File: config.mk
export PLATFORM = sky130hd
export DESIGN_NAME = msgpack_token_decoder_top
export DESIGN_NICKNAME = d
export VERILOG_FILES = /design/src/sv/mpk_pkg.sv /design/src/sv/mpk_step.sv /design/src/sv/msgpack_token_decoder_top.sv
export SDC_FILE = /design/constraint.sdc
export NUM_CORES = 1
export LEC_CHECK = 0
export BUFFER_PORTS_ARGS = -buffer_cell sky130_fd_sc_hd__buf_2
export CELL_PAD_IN_SITES_DETAIL_PLACEMENT = 1
export CELL_PAD_IN_SITES_GLOBAL_PLACEMENT = 1
export CORE_MARGIN = 8
export CORE_UTILIZATION = 30
export CTS_BUF_LIST = sky130_fd_sc_hd__clkbuf_16
export DETAILED_ROUTE_END_ITERATION = 8
export PLACE_DENSITY_LB_ADDON = 0.1
export SLEW_MARGIN = 5
export SYNTH_ARGS = -nofsm -noshare
export SYNTH_HDL_FRONTEND = slang
export SYNTH_SLANG_ARGS = --single-unit
export TNS_END_PERCENT = 20
File: constraint.sdc
create_clock -name clk_i -period 6.45 [get_ports clk_i]
set_input_delay 1.935 -clock clk_i [delete_from_list [all_inputs] [get_ports clk_i]]
set_output_delay 1.935 -clock clk_i [all_outputs]
set_load 0.03 [all_outputs]
File: src/sv/mpk_pkg.sv
`timescale 1ns / 1ps
// Shared types and constants for the MessagePack token decoder.
// No dependencies; used by mpk_step and msgpack_token_decoder_top.
package mpk_pkg;

  typedef enum logic [3:0] {
    KIND_NIL     = 4'd0,
    KIND_BOOL    = 4'd1,
    KIND_UINT    = 4'd2,
    KIND_INT     = 4'd3,
    KIND_F32     = 4'd4,
    KIND_F64     = 4'd5,
    KIND_STR     = 4'd6,
    KIND_BIN     = 4'd7,
    KIND_EXT     = 4'd8,
    KIND_ARRAY   = 4'd9,
    KIND_MAP     = 4'd10,
    KIND_PAYLOAD = 4'd11,
    KIND_ERROR   = 4'd12
  } token_kind_e;

  localparam logic [1:0] PH_IDLE    = 2'd0;
  localparam logic [1:0] PH_FIELD   = 2'd1;
  localparam logic [1:0] PH_EXTCODE = 2'd2;
  localparam logic [1:0] PH_PAYLOAD = 2'd3;

  localparam int unsigned ValueWidth = 64;

  typedef struct packed {
    logic [1:0]            phase;
    logic [3:0]            bytes_left;
    logic                  field_first;
    token_kind_e           pending_kind;
    logic [ValueWidth-1:0] acc;
  } dec_state_t;

  typedef struct packed {
    token_kind_e           kind;
    logic [ValueWidth-1:0] value;
    logic signed [7:0]     ext_code;
    logic                  last;
  } token_t;

endpackage

File: src/sv/mpk_step.sv
`timescale 1ns / 1ps
// Next-state and token logic for one byte of the MessagePack stream.
// Depends on mpk_pkg; instantiated by msgpack_token_decoder_top.
module mpk_step #(
  parameter int unsigned LENGTH_WIDTH = 32
) (
  input  mpk_pkg::dec_state_t     cur_i,
  input  logic [LENGTH_WIDTH-1:0] rem_i,
  input  logic [7:0]              byte_i,
  output mpk_pkg::dec_state_t     nxt_o,
  output logic [LENGTH_WIDTH-1:0] rem_o,
  output logic                    emit_o,
  output mpk_pkg::token_t         tok_o
);
  import mpk_pkg::*;

  logic [ValueWidth-1:0]   acc_base;
  logic [ValueWidth-1:0]   acc_new;
  logic                    too_big;
  logic [LENGTH_WIDTH-1:0] rem_dec;
  logic [7:0]              off;
  logic [4:0]              fix_len;

  assign acc_base = (cur_i.field_first && (cur_i.pending_kind == KIND_INT) && byte_i[7])
                    ? {ValueWidth{1'b1}} : cur_i.acc;
  assign acc_new  = {acc_base[ValueWidth-9:0], byte_i};
  assign too_big  = |acc_new[ValueWidth-1:LENGTH_WIDTH];
  assign rem_dec  = (rem_i == '0) ? '0 : rem_i - LENGTH_WIDTH'(1);

  always_comb begin
    nxt_o   = cur_i;
    rem_o   = rem_i;
    emit_o  = 1'b0;
    tok_o   = '{kind: KIND_NIL, value: '0, ext_code: '0, last: 1'b0};
    off     = 8'd0;
    fix_len = 5'd0;
    unique case (cur_i.phase)
      PH_IDLE: begin
        priority if (byte_i <= 8'h7F) begin
          emit_o = 1'b1;
          tok_o.kind = KIND_UINT;
          tok_o.value = {56'd0, byte_i};
        end else if (byte_i <= 8'h8F) begin
          emit_o = 1'b1;
          tok_o.kind = KIND_MAP;
          tok_o.value = {60'd0, byte_i[3:0]};
        end else if (byte_i <= 8'h9F) begin
          emit_o = 1'b1;
          tok_o.kind = KIND_ARRAY;
          tok_o.value = {60'd0, byte_i[3:0]};
        end else if (byte_i <= 8'hBF) begin
          emit_o = 1'b1;
          tok_o.kind = KIND_STR;
          tok_o.value = {59'd0, byte_i[4:0]};
          if (byte_i[4:0] != 5'd0) begin
            rem_o = LENGTH_WIDTH'(byte_i[4:0]);
            nxt_o.phase = PH_PAYLOAD;
          end
        end else if (byte_i >= 8'hE0) begin
          emit_o = 1'b1;
          tok_o.kind = KIND_INT;
          tok_o.value = {{56{1'b1}}, byte_i};
        end else begin
          nxt_o.field_first = 1'b1;
          nxt_o.acc = '0;
          unique case (byte_i)
            8'hC0: begin
              emit_o = 1'b1;
              tok_o.kind = KIND_NIL;
            end
            8'hC1: begin
              emit_o = 1'b1;
              tok_o.kind = KIND_ERROR;
            end
            8'hC2, 8'hC3: begin
              emit_o = 1'b1;
              tok_o.kind = KIND_BOOL;
              tok_o.value = {63'd0, byte_i[0]};
            end
            8'hC4, 8'hC5, 8'hC6: begin
              off = byte_i - 8'hC4;
              nxt_o.phase = PH_FIELD;
              nxt_o.pending_kind = KIND_BIN;
              nxt_o.bytes_left = 4'd1 << off[1:0];
            end
            8'hC7, 8'hC8, 8'hC9: begin
              off = byte_i - 8'hC7;
              nxt_o.phase = PH_FIELD;
              nxt_o.pending_kind = KIND_EXT;
              nxt_o.bytes_left = 4'd1 << off[1:0];
            end
            8'hCA: begin
              nxt_o.phase = PH_FIELD;
              nxt_o.pending_kind = KIND_F32;
              nxt_o.bytes_left = 4'd4;
            end
            8'hCB: begin
              nxt_o.phase = PH_FIELD;
              nxt_o.pending_kind = KIND_F64;
              nxt_o.bytes_left = 4'd8;
            end
            8'hCC, 8'hCD, 8'hCE, 8'hCF: begin
              nxt_o.phase = PH_FIELD;
              nxt_o.pending_kind = KIND_UINT;
              nxt_o.bytes_left = 4'd1 << byte_i[1:0];
            end
            8'hD0, 8'hD1, 8'hD2, 8'hD3: begin
              nxt_o.phase = PH_FIELD;
              nxt_o.pending_kind = KIND_INT;
              nxt_o.bytes_left = 4'd1 << byte_i[1:0];
            end
            8'hD4, 8'hD5, 8'hD6, 8'hD7, 8'hD8: begin
              off = byte_i - 8'hD4;
              fix_len = 5'd1 << off[2:0];
              rem_o = LENGTH_WIDTH'(fix_len);
              nxt_o.phase = PH_EXTCODE;
            end
            8'hD9, 8'hDA, 8'hDB: begin
              off = byte_i - 8'hD9;
              nxt_o.phase = PH_FIELD;
              nxt_o.pending_kind = KIND_STR;
              nxt_o.bytes_left = 4'd1 << off[1:0];
            end
            8'hDC: begin
              nxt_o.phase = PH_FIELD;
              nxt_o.pending_kind = KIND_ARRAY;
              nxt_o.bytes_left = 4'd2;
            end
            8'hDD: begin
              nxt_o.phase = PH_FIELD;
              nxt_o.pending_kind = KIND_ARRAY;
              nxt_o.bytes_left = 4'd4;
            end
            8'hDE: begin
              nxt_o.phase = PH_FIELD;
              nxt_o.pending_kind = KIND_MAP;
              nxt_o.bytes_left = 4'd2;
            end
            default: begin
              nxt_o.phase = PH_FIELD;
              nxt_o.pending_kind = KIND_MAP;
              nxt_o.bytes_left = 4'd4;
            end
          endcase
        end
      end
      PH_FIELD: begin
        nxt_o.acc = acc_new;
        nxt_o.field_first = 1'b0;
        nxt_o.bytes_left = cur_i.bytes_left - 4'd1;
        if (cur_i.bytes_left == 4'd1) begin
          nxt_o.phase = PH_IDLE;
          priority if (cur_i.pending_kind == KIND_STR || cur_i.pending_kind == KIND_BIN) begin
            emit_o = 1'b1;
            if (too_big) begin
              tok_o.kind = KIND_ERROR;
            end else begin
              tok_o.kind = cur_i.pending_kind;
              tok_o.value = acc_new;
              if (acc_new[LENGTH_WIDTH-1:0] != '0) begin
                rem_o = acc_new[LENGTH_WIDTH-1:0];
                nxt_o.phase = PH_PAYLOAD;
              end
            end
          end else if (cur_i.pending_kind == KIND_EXT) begin
            if (too_big) begin
              emit_o = 1'b1;
              tok_o.kind = KIND_ERROR;
            end else begin
              rem_o = acc_new[LENGTH_WIDTH-1:0];
              nxt_o.phase = PH_EXTCODE;
            end
          end else begin
            emit_o = 1'b1;
            tok_o.kind = cur_i.pending_kind;
            tok_o.value = acc_new;
          end
        end
      end
      PH_EXTCODE: begin
        emit_o = 1'b1;
        tok_o.kind = KIND_EXT;
        tok_o.value = {{(ValueWidth-LENGTH_WIDTH){1'b0}}, rem_i};
        tok_o.ext_code = byte_i;
        nxt_o.phase = (rem_i != '0) ? PH_PAYLOAD : PH_IDLE;
      end
      default: begin
        emit_o = 1'b1;
        tok_o.kind = KIND_PAYLOAD;
        tok_o.value = {56'd0, byte_i};
        tok_o.last = (rem_i <= LENGTH_WIDTH'(1));
        rem_o = rem_dec;
        if (rem_dec == '0) begin
          nxt_o.phase = PH_IDLE;
        end
      end
    endcase
  end

endmodule

File: src/sv/msgpack_token_decoder_top.sv
`timescale 1ns / 1ps
// Top level of the MessagePack token decoder: stream ports, state and token registers.
// Depends on mpk_pkg and mpk_step.
//
// The slave stream takes one MessagePack byte per transfer on s_axis_tdata_i.
// The master stream gives one flat token per transfer: the kind on m_axis_tuser_o,
// the value and ext type code on m_axis_tdata_o, and tlast set on the final
// payload byte of a str, bin or ext. A format byte that opens a length or value
// field, the bytes of such a field before its last, the whole length field of an
// ext and the format byte of a fixext give no token.
// A byte is decoded in the cycle it is accepted and its token, if any, appears
// on the master side in the next cycle. One byte is taken every cycle while the
// token register is empty or being taken in the same cycle, so a ready receiver
// sees a sustained rate of one byte per clock; the single token register sets
// that figure. When the receiver stalls with a token held, s_axis_tready_o drops
// until the token is taken, and the held token stays unchanged.
// Reset returns the decoder to waiting for a type byte and empties the token
// register; a message cut by reset is dropped.
module msgpack_token_decoder_top #(
  parameter int unsigned LENGTH_WIDTH = 32
) (
  input  logic        clk_i,
  input  logic        rst_ni,
  input  logic        s_axis_tvalid_i,
  output logic        s_axis_tready_o,
  input  logic [7:0]  s_axis_tdata_i,   // [7:0] data_byte
  output logic        m_axis_tvalid_o,
  input  logic        m_axis_tready_i,
  output logic [71:0] m_axis_tdata_o,   // [63:0] token_value, [71:64] ext_code
  output logic [3:0]  m_axis_tuser_o,   // [3:0] token_kind
  output logic        m_axis_tlast_o    // last_payload
);
  import mpk_pkg::*;

  dec_state_t              state_q, state_d;
  logic [LENGTH_WIDTH-1:0] rem_q, rem_d;
  logic                    valid_q;
  token_t                  tok_q, tok_d;
  logic                    emit;
  logic                    in_fire;

  mpk_step #(
    .LENGTH_WIDTH(LENGTH_WIDTH)
  ) u_step (
    .cur_i (state_q),
    .rem_i (rem_q),
    .byte_i(s_axis_tdata_i),
    .nxt_o (state_d),
    .rem_o (rem_d),
    .emit_o(emit),
    .tok_o (tok_d)
  );

  assign s_axis_tready_o = !valid_q || m_axis_tready_i;
  assign in_fire         = s_axis_tvalid_i && s_axis_tready_o;

  always_ff @(posedge clk_i or negedge rst_ni) begin
    if (!rst_ni) begin
      state_q <= '{phase: PH_IDLE, bytes_left: 4'd0, field_first: 1'b0,
                   pending_kind: KIND_NIL, acc: '0};
      rem_q   <= '0;
      valid_q <= 1'b0;
    end else begin
      if (in_fire) begin
        state_q <= state_d;
        rem_q   <= rem_d;
        valid_q <= emit;
      end else if (m_axis_tready_i) begin
        valid_q <= 1'b0;
      end
    end
  end

  always_ff @(posedge clk_i) begin
    if (in_fire && emit) begin
      tok_q <= tok_d;
    end
  end

  assign m_axis_tvalid_o = valid_q;
  assign m_axis_tdata_o  = {tok_q.ext_code, tok_q.value};
  assign m_axis_tuser_o  = tok_q.kind;
  assign m_axis_tlast_o  = tok_q.last;

endmodule
# After elaboration in Yosys (flattened, before gate mapping)
# Cells that the tools add are included.
# word_totals
in_bits	12
out_inout_bits	79
rom_bits	0
elab_cells	187
ramBits	0
memories	0
regBits	177
latchBits	0
# op_classes
n_addsub	6
multipliers	0
order_cmp	6
shifts	5
bitwise	7
n_reduce_logical	35
n_div	0
n_eq_ne	52
n_mux	65
# ops
cell	n
2-to-1 mux 68 bit	7
2-to-1 mux 32 bit	14
2-to-1 mux 75 bit	4
equality test 8 bit (second input constant)	31
case mux 68 bit (3 select lines)	1
2-to-1 mux 64 bit	2
case mux 56 bit (2 select lines)	1
case mux 32 bit (3 select lines)	1
2-to-1 mux 73 bit	1
logical NOT 32 bit	2
nonzero test 32 bit	2
2-to-1 mux 56 bit	1
case mux 4 bit (9 select lines)	1
less-or-equal comparator 32 x 1 -> 1 bit (second input constant)	1
OR reduction 32 bit	1
subtractor 32 x 1 -> 32 bit (second input constant)	1
case mux 4 bit (7 select lines)	1
less-or-equal comparator 8 bit (second input constant)	3
2-to-1 mux 2 bit	10
AND reduction 8 bit	2
left shift 1 x 2 -> 4 bit (first input constant)	4
!= test 2 bit (second input constant)	7
2-to-1 mux 1 bit	13
2-to-1 mux 4 bit	3
other kinds (39)	62

# Longest topological paths before layout
# Gate-level depths: netlist (run 1).
# depth
depth_word	11
ltp_mapped	11
ltp_nobuf	9

# Modules after synthesis
# Synthesis (run 1) repeated with hierarchy kept, for this count alone.
# hier_totals
cells_unflattened	1116
hier_area_um2	10710.3
# by_module_without_submodules
module	cells_each	instances	area_each_um2	seq_area_each_um2
msgpack_token_decoder_top	308	1	6446.2	5014.8
mpk_step	808	1	4264.1	0.0

# Worst setup path before layout (run 1)
# No wires, ideal clock.
# synth_path
path_kind	input to register
start	input s_axis_tdata_i[4]
end	register tok_q (netlist bit m_axis_tdata_o[0]) (enable)
t_required_ns	5.937
arrival_ns	5.979
path_stages	7
path_buffers	1
path_slack_ns	-0.042
setup_time_ns	0.513
path_cell_list	clkbuf_1 > or2_2 > nor2_1 > nor2_1 > nor2_1 > nor3_1 > nor2_1
# synth_via
elab_chain_len	10
word_cells_on_any_way	18
classes_between	order compare (5); eq/ne (4); mux (7); reduce/logical (2)
# synth_lines
element	line_no	text
start, declared	msgpack_token_decoder_top.sv:26	input logic [7:0] s_axis_tdata_i,
equality test 8 bit	mpk_step.sv:66	unique case (byte_i)
OR reduction 4 bit (no source line)	--	
2-to-1 mux 1 bit	mpk_step.sv:66	
2-to-1 mux 1 bit	mpk_step.sv:59	end else if (byte_i >= 8'hE0) begin
2-to-1 mux 1 bit	mpk_step.sv:51	end else if (byte_i <= 8'hBF) begin
2-to-1 mux 1 bit	mpk_step.sv:47	end else if (byte_i <= 8'h9F) begin
2-to-1 mux 1 bit	mpk_step.sv:43	end else if (byte_i <= 8'h8F) begin
2-to-1 mux 1 bit (*)	mpk_step.sv:39	priority if (byte_i <= 8'h7F) begin
case mux 1 bit (2 select lines) (*)	mpk_step.sv:37	unique case (cur_i.phase)
logical AND 1 bit (*)	msgpack_token_decoder_top.sv:75	if (in_fire && emit) begin
end signal, assigned	msgpack_token_decoder_top.sv:76	tok_q <= tok_d;
end, declared	msgpack_token_decoder_top.sv:38	token_t tok_q, tok_d;
# Every way passes the cells marked *; elsewhere a longest branch is shown, timed or not.
# A chain may end at the register's enable or synchronous reset.

==> results of run 1 <==
power breakdown:
group	internal, W	total, W	switching [W]
registers	0.00153	0.00184	0.000309
logic	0.000652	0.00230	0.00165
clock network	0.000689	0.00119	0.000506
cells by family (layout without fill, tap and decap cells):
| logic type | Yosys count | count (layout) | synth area share (%) |
|---|---|---|---|
| and+or+nand+nor | 363 | 363 | 18.9 |
| AOI/OAI and AO/OA | 355 | 355 | 23.4 |
| DFF | 177 | 177 | 51.0 |
| buffers and inverters | 105 | 156 | 4.64 |
| muxes | 7 | 7 | 0.796 |
| xor gates and xnor gates | 6 | 6 | 0.557 |
| adders and majority gates | 5 | 5 | 0.663 |
layout by cell type (no fill, tap or decap), drive strengths merged, types with 5 or more instances in the layout:
cell type	Yosys	routed
clkinv	2	5
nor4	27	27
o2bb2ai	10	10
a31oi	11	11
nor2	103	103
or3	7	7
dfrtp	100	100
and4	5	5
clkbuf	66	18
nand3	25	25
o22ai	6	6
a22o	27	27
buf	20	105
inv	17	23
o21ai	154	154
or4	7	7
o31ai	26	26
nand2b	14	14
edfxtp	77	77
nand2	112	112
nor3	17	17
a21oi	62	62
o211ai	16	16
nand4	10	10
ha	5	5
and2	12	12
registers in the layout, indices dropped and copies added (netlist names):
signal / cells
m_axis_tdata_o: 72
m_axis_tlast_o: 1
state_q: 67
rem_q: 32
m_axis_tuser_o: 4
m_axis_tvalid_o: 1
layer usage:
metal	up-vias	wire, µm	GRT usage, %
met5	-	0	0
met4	0	588	5.30
met3	25	1350	3.47
met2	177	16600	30.4
met1	4224	16900	25.5
li1	3851	-	-
through the flow:
step / utilization, % / power, W / instances / hold WS, ps / worst slack, ps
6_report: 34.7 / 0.00533 / 1471 / 499 / 2000
5_1_grt: 34.7 / 0.00562 / 1471 / 555 / 1790
4_1_cts: 34.7 / 0.00536 / 1471 / 503 / 1940
3_5_place_dp: 32.6 / 0.00415 / 1439 / 487 / 1470
3_3_place_gp: 32.6 / 0.00414 / 1439 / 483 / 1520
2_1_floorplan: - / 0.00331 / 1018 / 464 / 1250
worst max path at each step:
stage | startpoint | to | slack (ps) | depth (start not counted)
floorplan | s_axis_tdata_i[4] | m_axis_tdata_o[0] | 1250 | 7
global route | s_axis_tdata_i[7] | m_axis_tdata_o[24] | 1790 | 9
global placement | s_axis_tdata_i[7] | m_axis_tdata_o[12] | 1520 | 9
finish | s_axis_tdata_i[7] | m_axis_tdata_o[24] | 2000 | 9
detailed placement | s_axis_tdata_i[7] | m_axis_tdata_o[24] | 1470 | 9
CTS | s_axis_tdata_i[7] | m_axis_tdata_o[24] | 1940 | 9
area by class of cell:
type	count	area, µm²
Clock buffer	18	450
Clock inverter	14	219
Fill cell	3608	20400
Inverter	19	71.3
Multi-Input combinational cell	736	4220
Sequential cell	177	4810
Tap cell	402	503
Timing Repair Buffer	105	566
critical path, cell delays in order:
cell and delay, ps:
buf_2 290, nand4b_1 230, nor2_4 130, buf_4 620, or4_1 300, a21oi_1 140, nand2b_2 100, buf_4 450
o21ai_0 300
==> metrics.txt, run 1 <==
# TYPE chip_impl_metric gauge
chip_impl_metric{name="die_area",unit="µm²"} 37400
chip_impl_info{name="unrepaired_setup_endpoints_after_global_routing",value="no"} 1
chip_impl_metric{name="post_synthesis_average_cell_area",unit="µm²"} 9.27
chip_impl_metric{name="reg2reg_setup_slack",unit="ps"} 2730
chip_impl_metric{name="synth-seq-cells",unit=""} 177
chip_impl_metric{name="finalSetupViolations",unit=""} 0
chip_impl_metric{name="synth_edf_count",unit=""} 77
chip_impl_metric{name="core.rowCount",unit=""} 65
chip_impl_info{name="synth_area_leaders",value="dfrtp_1 27%, edfxtp_1 25%, o21ai_0 8.2%"} 1
chip_impl_metric{name="ys.warnings.count",unit=""} 0
chip_impl_metric{name="cts_setup_buffers",unit=""} 0
chip_impl_info{name="synth_ff_type",value="dfrtp_1"} 1
chip_impl_metric{name="final_nets",unit=""} 1073
chip_impl_metric{name="fin_worst_skew",unit="ps"} 15.3
chip_impl_metric{name="drv_slew",unit=""} 0
chip_impl_metric{name="ff2ff_path_depth",unit=""} 7
chip_impl_metric{name="floorplan.core_area",unit="µm²"} 31200
chip_impl_metric{name="final_min_period_over_clock_period",unit="%"} 69.0
chip_impl_metric{name="hold_viol_final",unit=""} 0
chip_impl_metric{name="detailedRoute.firstPassIterationCount",unit=""} 4
chip_impl_metric{name="layout.cell_area.non_filler",unit="µm²"} 10800
chip_impl_metric{name="critical_path.max_fanout",unit=""} 74
chip_impl_metric{name="worst_setup_hold_path_clk_slew",unit="ps"} 70
chip_impl_metric{name="post_cts_hold_buffers",unit=""} 0
chip_impl_metric{name="relSlewSlack",unit="%"} 24.1
chip_impl_metric{name="global_placement_routability_congestion",unit=""} 0.819
chip_impl_metric{name="dp_hpwl",unit="mm"} 24.4
chip_impl_metric{name="first_pass_grt_wire_length",unit="mm"} 55.4
chip_impl_metric{name="antenna-diode-count",unit=""} 0
chip_impl_info{name="setup.worst_path.start_class",value="primary input"} 1
chip_impl_metric{name="number_of_global_route_vias_before_repair",unit=""} 8595
chip_impl_metric{name="critical_path_arrival",unit="ps"} 4580
chip_impl_info{name="synthMostInstantiatedCell",value="o21ai_0"} 1
chip_impl_metric{name="numCtsBuffers",unit=""} 17
chip_impl_info{name="result_of_the_run",value="completed"} 1
chip_impl_metric{name="grt_antenna_before_repair",unit=""} 0
chip_impl_metric{name="fin_setup_tns",unit="ps"} 0
chip_impl_metric{name="cts_max_path_buffers",unit=""} 2
chip_impl_metric{name="ios",unit=""} 91
chip_impl_info{name="critical_path.reg2reg.endpoint",value="rem_q[6]"} 1
chip_impl_metric{name="synth-seq-area-share",unit="%"} 51.0
chip_impl_metric{name="start_util",unit="%"} 30.2
chip_impl_info{name="min-delay-start",value="state_q[68]"} 1
chip_impl_metric{name="worstHoldPathCells",unit=""} 1
chip_impl_metric{name="grt_start_max_net_pins",unit=""} 88
chip_impl_metric{name="cts-resized-gates",unit=""} 0
chip_impl_metric{name="place_area",unit="µm²"} 10200
chip_impl_metric{name="required",unit="ps"} 6580
chip_impl_metric{name="synth_largest_type_area_fraction",unit="%"} 26.5
chip_impl_metric{name="route.final.wire_length",unit="mm"} 35.5
chip_impl_metric{name="antenna_violating_nets_post_route",unit=""} 0
chip_impl_info{name="worstSetupPathType",value="primary input to register"} 1
chip_impl_metric{name="die_h",unit="µm"} 193
chip_impl_metric{name="cellPowerDensity",unit="nW/µm²"} 492
chip_impl_metric{name="io_buffer_count",unit=""} 90
chip_impl_info{name="synth_common_cells",value="154 x o21ai_0, 112 x nand2_1, 102 x nor2_1, 100 x dfrtp_1, 77 x edfxtp_1"} 1
chip_impl_metric{name="overflow",unit=""} 0
chip_impl_info{name="critical_path.reg2reg.startpoint",value="rem_q[6]"} 1
chip_impl_metric{name="leakagePower",unit="nW"} 4.23
chip_impl_info{name="crit_path_end_kind",value="register"} 1
chip_impl_metric{name="maximum_clock_frequency",unit="MHz"} 225
chip_impl_info{name="hold_class",value="register to register"} 1
chip_impl_metric{name="drt_iter0_markers",unit=""} 606
chip_impl_metric{name="global_route.usage.total",unit="%"} 18.8
chip_impl_metric{name="num_vias",unit=""} 8277
chip_impl_metric{name="synthesis_to_layout_area_growth",unit="%"} 14.9
chip_impl_metric{name="cts.sink_count",unit=""} 177
chip_impl_metric{name="postSynthNetCount",unit=""} 1035
chip_impl_info{name="cts_tree",value="yes"} 1
chip_impl_info{name="cts_root_buf",value="clkbuf_16"} 1
chip_impl_metric{name="power.ir.vdd_worst",unit="V"} 0.000201
chip_impl_metric{name="syn_inst",unit=""} 1018
chip_impl_metric{name="layout_cell_share_with_drive_strength_beyond_1",unit="%"} 15.2
chip_impl_metric{name="chipWidth",unit="µm"} 193
chip_impl_metric{name="ys_async_sr_fraction",unit="%"} 56.5
chip_impl_metric{name="post-route-drc-count",unit=""} 0
chip_impl_metric{name="tightestPinTransition",unit="ps"} 1140
chip_impl_metric{name="synth_area",unit="µm²"} 9440
chip_impl_info{name="hold_end",value="state_q[68]"} 1
chip_impl_metric{name="h-tree-depth",unit=""} 4
chip_impl_metric{name="cap_viol_max_count",unit=""} 0
chip_impl_metric{name="final_period_minus_worst_setup_slack",unit="ps"} 4450
chip_impl_metric{name="worst_skew_pair.late_latency",unit="ps"} 450
chip_impl_metric{name="synth_cell_types",unit=""} 71
chip_impl_metric{name="routed_wire_length_per_instance",unit="µm"} 24.1
chip_impl_metric{name="detail_route.vias_per_cell",unit=""} 5.63
chip_impl_info{name="synth.largest_area_cell",value="dfrtp_1"} 1
Power figures use the tool's default switching activity.
==> run 2, diff against run 1 <==
==> constraint.sdc (replaced) <==
create_clock -name clk_i -period 4.5 [get_ports clk_i]
set_input_delay 1.35 -clock clk_i [delete_from_list [all_inputs] [get_ports clk_i]]
set_output_delay 1.35 -clock clk_i [all_outputs]
set_load 0.03 [all_outputs]
==> run 2 against run 1 <==
Compared with the run above: combinational power grew 42%; clock-buffer cell count fell by 1; non-clock buffer count up 14; critical path type is now register to register; setup slack worse by 1200 ps; via count increased by 0.66%; power grew 38%; sequential share of layout area is essentially flat.
==> metrics.txt, run 2 (synthesis gave the netlist of run 1 again) <==
# TYPE chip_impl_metric gauge
chip_impl_info{name="hold_class",value="register to register"} 1
chip_impl_metric{name="largest_reg_flops",unit=""} 72
chip_impl_metric{name="critical_path.max_fanout",unit=""} 8
chip_impl_metric{name="dp_hpwl",unit="mm"} 24.9
chip_impl_metric{name="die_h",unit="µm"} 193
chip_impl_metric{name="non_filler_instance_count_after_layout",unit=""} 1485
chip_impl_info{name="cts_root_buf",value="clkbuf_16"} 1
chip_impl_metric{name="relSlewSlack",unit="%"} 31.8
chip_impl_metric{name="post_cts_hold_buffers",unit=""} 0
chip_impl_metric{name="chipWidth",unit="µm"} 193
chip_impl_metric{name="maximum_clock_frequency",unit="MHz"} 274
chip_impl_metric{name="ios",unit=""} 91
chip_impl_metric{name="final_nets",unit=""} 1087
chip_impl_metric{name="critical_path_arrival",unit="ps"} 3990
chip_impl_metric{name="timing.hold.ws",unit="ps"} 499
chip_impl_metric{name="numPlacedInstances",unit=""} 1453
chip_impl_metric{name="number_of_global_route_vias_before_repair",unit=""} 8768
chip_impl_info{name="setup.worst_path.start",value="rem_q[0]"} 1
chip_impl_info{name="result_of_the_run",value="completed"} 1
chip_impl_metric{name="cts_setup_buffers",unit=""} 0
chip_impl_metric{name="grt_start_max_net_pins",unit=""} 87
chip_impl_metric{name="global_route.usage.total",unit="%"} 19.2
chip_impl_metric{name="required",unit="ps"} 4830
chip_impl_metric{name="io_buffer_count",unit=""} 90
chip_impl_metric{name="fin_setup_tns",unit="ps"} 0
chip_impl_metric{name="hold_viol_final",unit=""} 0
chip_impl_metric{name="post-route-drc-count",unit=""} 0
chip_impl_info{name="worstSetupPathType",value="register to register"} 1
chip_impl_info{name="setup.worst_path.start_class",value="register"} 1
chip_impl_info{name="layout_common_cells",value="154 x o21ai_0, 112 x nand2_1, 100 x dfrtp_1"} 1
chip_impl_metric{name="power.internal",unit="W"} 0.00387
chip_impl_metric{name="worst_setup_hold_path_clk_slew",unit="ps"} 70
chip_impl_info{name="min-delay-start",value="state_q[68]"} 1
chip_impl_info{name="crit_path_end_kind",value="register"} 1
chip_impl_metric{name="leakagePower",unit="nW"} 4.25
chip_impl_metric{name="antenna_violating_nets_post_route",unit=""} 0
chip_impl_metric{name="power.share.sequential",unit="%"} 36.1
chip_impl_metric{name="sequential_cell_area",unit="µm²"} 4810
chip_impl_metric{name="floorplan.core_area",unit="µm²"} 31200
chip_impl_metric{name="fin_worst_skew",unit="ps"} 15.6
chip_impl_metric{name="synthesis_to_layout_area_growth",unit="%"} 14.9
chip_impl_metric{name="global_placement_routability_congestion",unit=""} 0.848
chip_impl_metric{name="start_util",unit="%"} 30.2
chip_impl_metric{name="layout_cell_share_with_drive_strength_beyond_1",unit="%"} 16.2
chip_impl_metric{name="antenna-diode-count",unit=""} 0
chip_impl_metric{name="worst_skew_pair.late_latency",unit="ps"} 440
chip_impl_metric{name="numCtsBuffers",unit=""} 17
chip_impl_metric{name="drv_slew",unit=""} 0
chip_impl_metric{name="first_pass_grt_wire_length",unit="mm"} 56.5
chip_impl_metric{name="cellPowerDensity",unit="nW/µm²"} 679
chip_impl_metric{name="tightestPinTransition",unit="ps"} 1020
chip_impl_info{name="cts_tree",value="yes"} 1
chip_impl_metric{name="routed_wire_length_per_instance",unit="µm"} 24.1
chip_impl_metric{name="num_vias",unit=""} 8332
chip_impl_metric{name="die_area",unit="µm²"} 37400
chip_impl_metric{name="cts-resized-gates",unit=""} 0
chip_impl_metric{name="timing.final.ws_setup",unit="ps"} 846
chip_impl_metric{name="power.share.clock",unit="%"} 19.4
chip_impl_info{name="unrepaired_setup_endpoints_after_global_routing",value="no"} 1
chip_impl_metric{name="power.ir.vdd_worst",unit="V"} 0.000337
chip_impl_metric{name="post-place-ws",unit="ps"} 457
chip_impl_metric{name="final_period_minus_worst_setup_slack",unit="ps"} 3650
chip_impl_metric{name="detail_route.vias_per_cell",unit=""} 5.61
chip_impl_metric{name="cts.sink_count",unit=""} 177
chip_impl_metric{name="overflow",unit=""} 0
chip_impl_metric{name="cts_max_path_buffers",unit=""} 2
chip_impl_metric{name="power.net_switching",unit="W"} 0.00349
chip_impl_metric{name="core.rowCount",unit=""} 65
chip_impl_info{name="critical_path.reg2reg.startpoint",value="rem_q[0]"} 1
chip_impl_metric{name="grt_antenna_before_repair",unit=""} 0
chip_impl_metric{name="final_min_period_over_clock_period",unit="%"} 81.2
chip_impl_metric{name="switching_share",unit="%"} 47.4
chip_impl_metric{name="h-tree-depth",unit=""} 4
chip_impl_metric{name="cap_viol_max_count",unit=""} 0
chip_impl_metric{name="route.final.wire_length",unit="mm"} 35.7
chip_impl_metric{name="area_used_by_multi_input_combinational_logic",unit="µm²"} 4220
chip_impl_metric{name="drt_iter0_markers",unit=""} 639
chip_impl_metric{name="power_frac_comb",unit="%"} 44.5
chip_impl_metric{name="finalSetupViolations",unit=""} 0
chip_impl_metric{name="filler_cell_count",unit=""} 3623
chip_impl_info{name="final_common_cell",value="o21ai_0"} 1
chip_impl_metric{name="detailedRoute.firstPassIterationCount",unit=""} 5
## run 2: cell type report
type | instances | share of cell area, %
Sequential cell | 177 | 44.4
Clock buffer | 17 | 3.92
Inverter | 19 | 0.658
Timing Repair Buffer | 119 | 6.42
Clock inverter | 15 | 1.02
Tap cell | 402 | 4.64
Multi-Input combinational cell | 736 | 38.9
## run 2: power groups by stage
stage / sequential, W / clock, W / combinational (W)
after floorplan: 0.00285 / 0 / 0.00189
after global placement: 0.00268 / 0 / 0.00328
after detailed placement: 0.00268 / 0 / 0.00328
after CTS: 0.00265 / 0.00146 / 0.00330
after global routing: 0.00272 / 0.00151 / 0.00356
final: 0.00266 / 0.00143 / 0.00327
## run 2: worst paths after layout
check / slack, ps / to / cells past startpoint
max: 850 / state_q[74] / 9
min reg2reg: 500 / state_q[68] / 1
min in group asynchronous: 1010 / state_q[11] / 1
max reg2reg: 850 / state_q[74] / 9
min: 500 / state_q[68] / 1
max in group asynchronous: 2740 / state_q[25] / 2
## run 2: per-stage QoR
| stage | total power (W) | area [µm²] | util [%] |
|---|---|---|---|
| 2_1_floorplan | 0.00474 | 9440 | - |
| 3_3_place_gp | 0.00596 | 10300 | 33.0 |
| 3_5_place_dp | 0.00596 | 10300 | 33.0 |
| 4_1_cts | 0.00741 | 10800 | 34.7 |
| 5_1_grt | 0.00779 | 10800 | 34.7 |
| 6_report | 0.00736 | 10800 | 34.7 |
## run 2: per-layer routing
layer	vias to the layer above	share of wire [%]	wire [µm]	GRT usage [%]
li1	3897	-	-	-
met1	4233	48	17100	26.3
met2	171	47	16900	31.1
met3	31	3.0	1080	2.86
met4	0	1.9	695	5.33
met5	-	0	0	0
## run 2: worst max-delay path, cell delays in order, from the launching register on
cell and delay, ps:
dfrtp_1 470, inv_1 170, ha_1 340, or3b_2 610, nor3_2 420, nand4_1 290
xnor2_1 270, nor4_1 420, nand4_1 280, and4_1 280
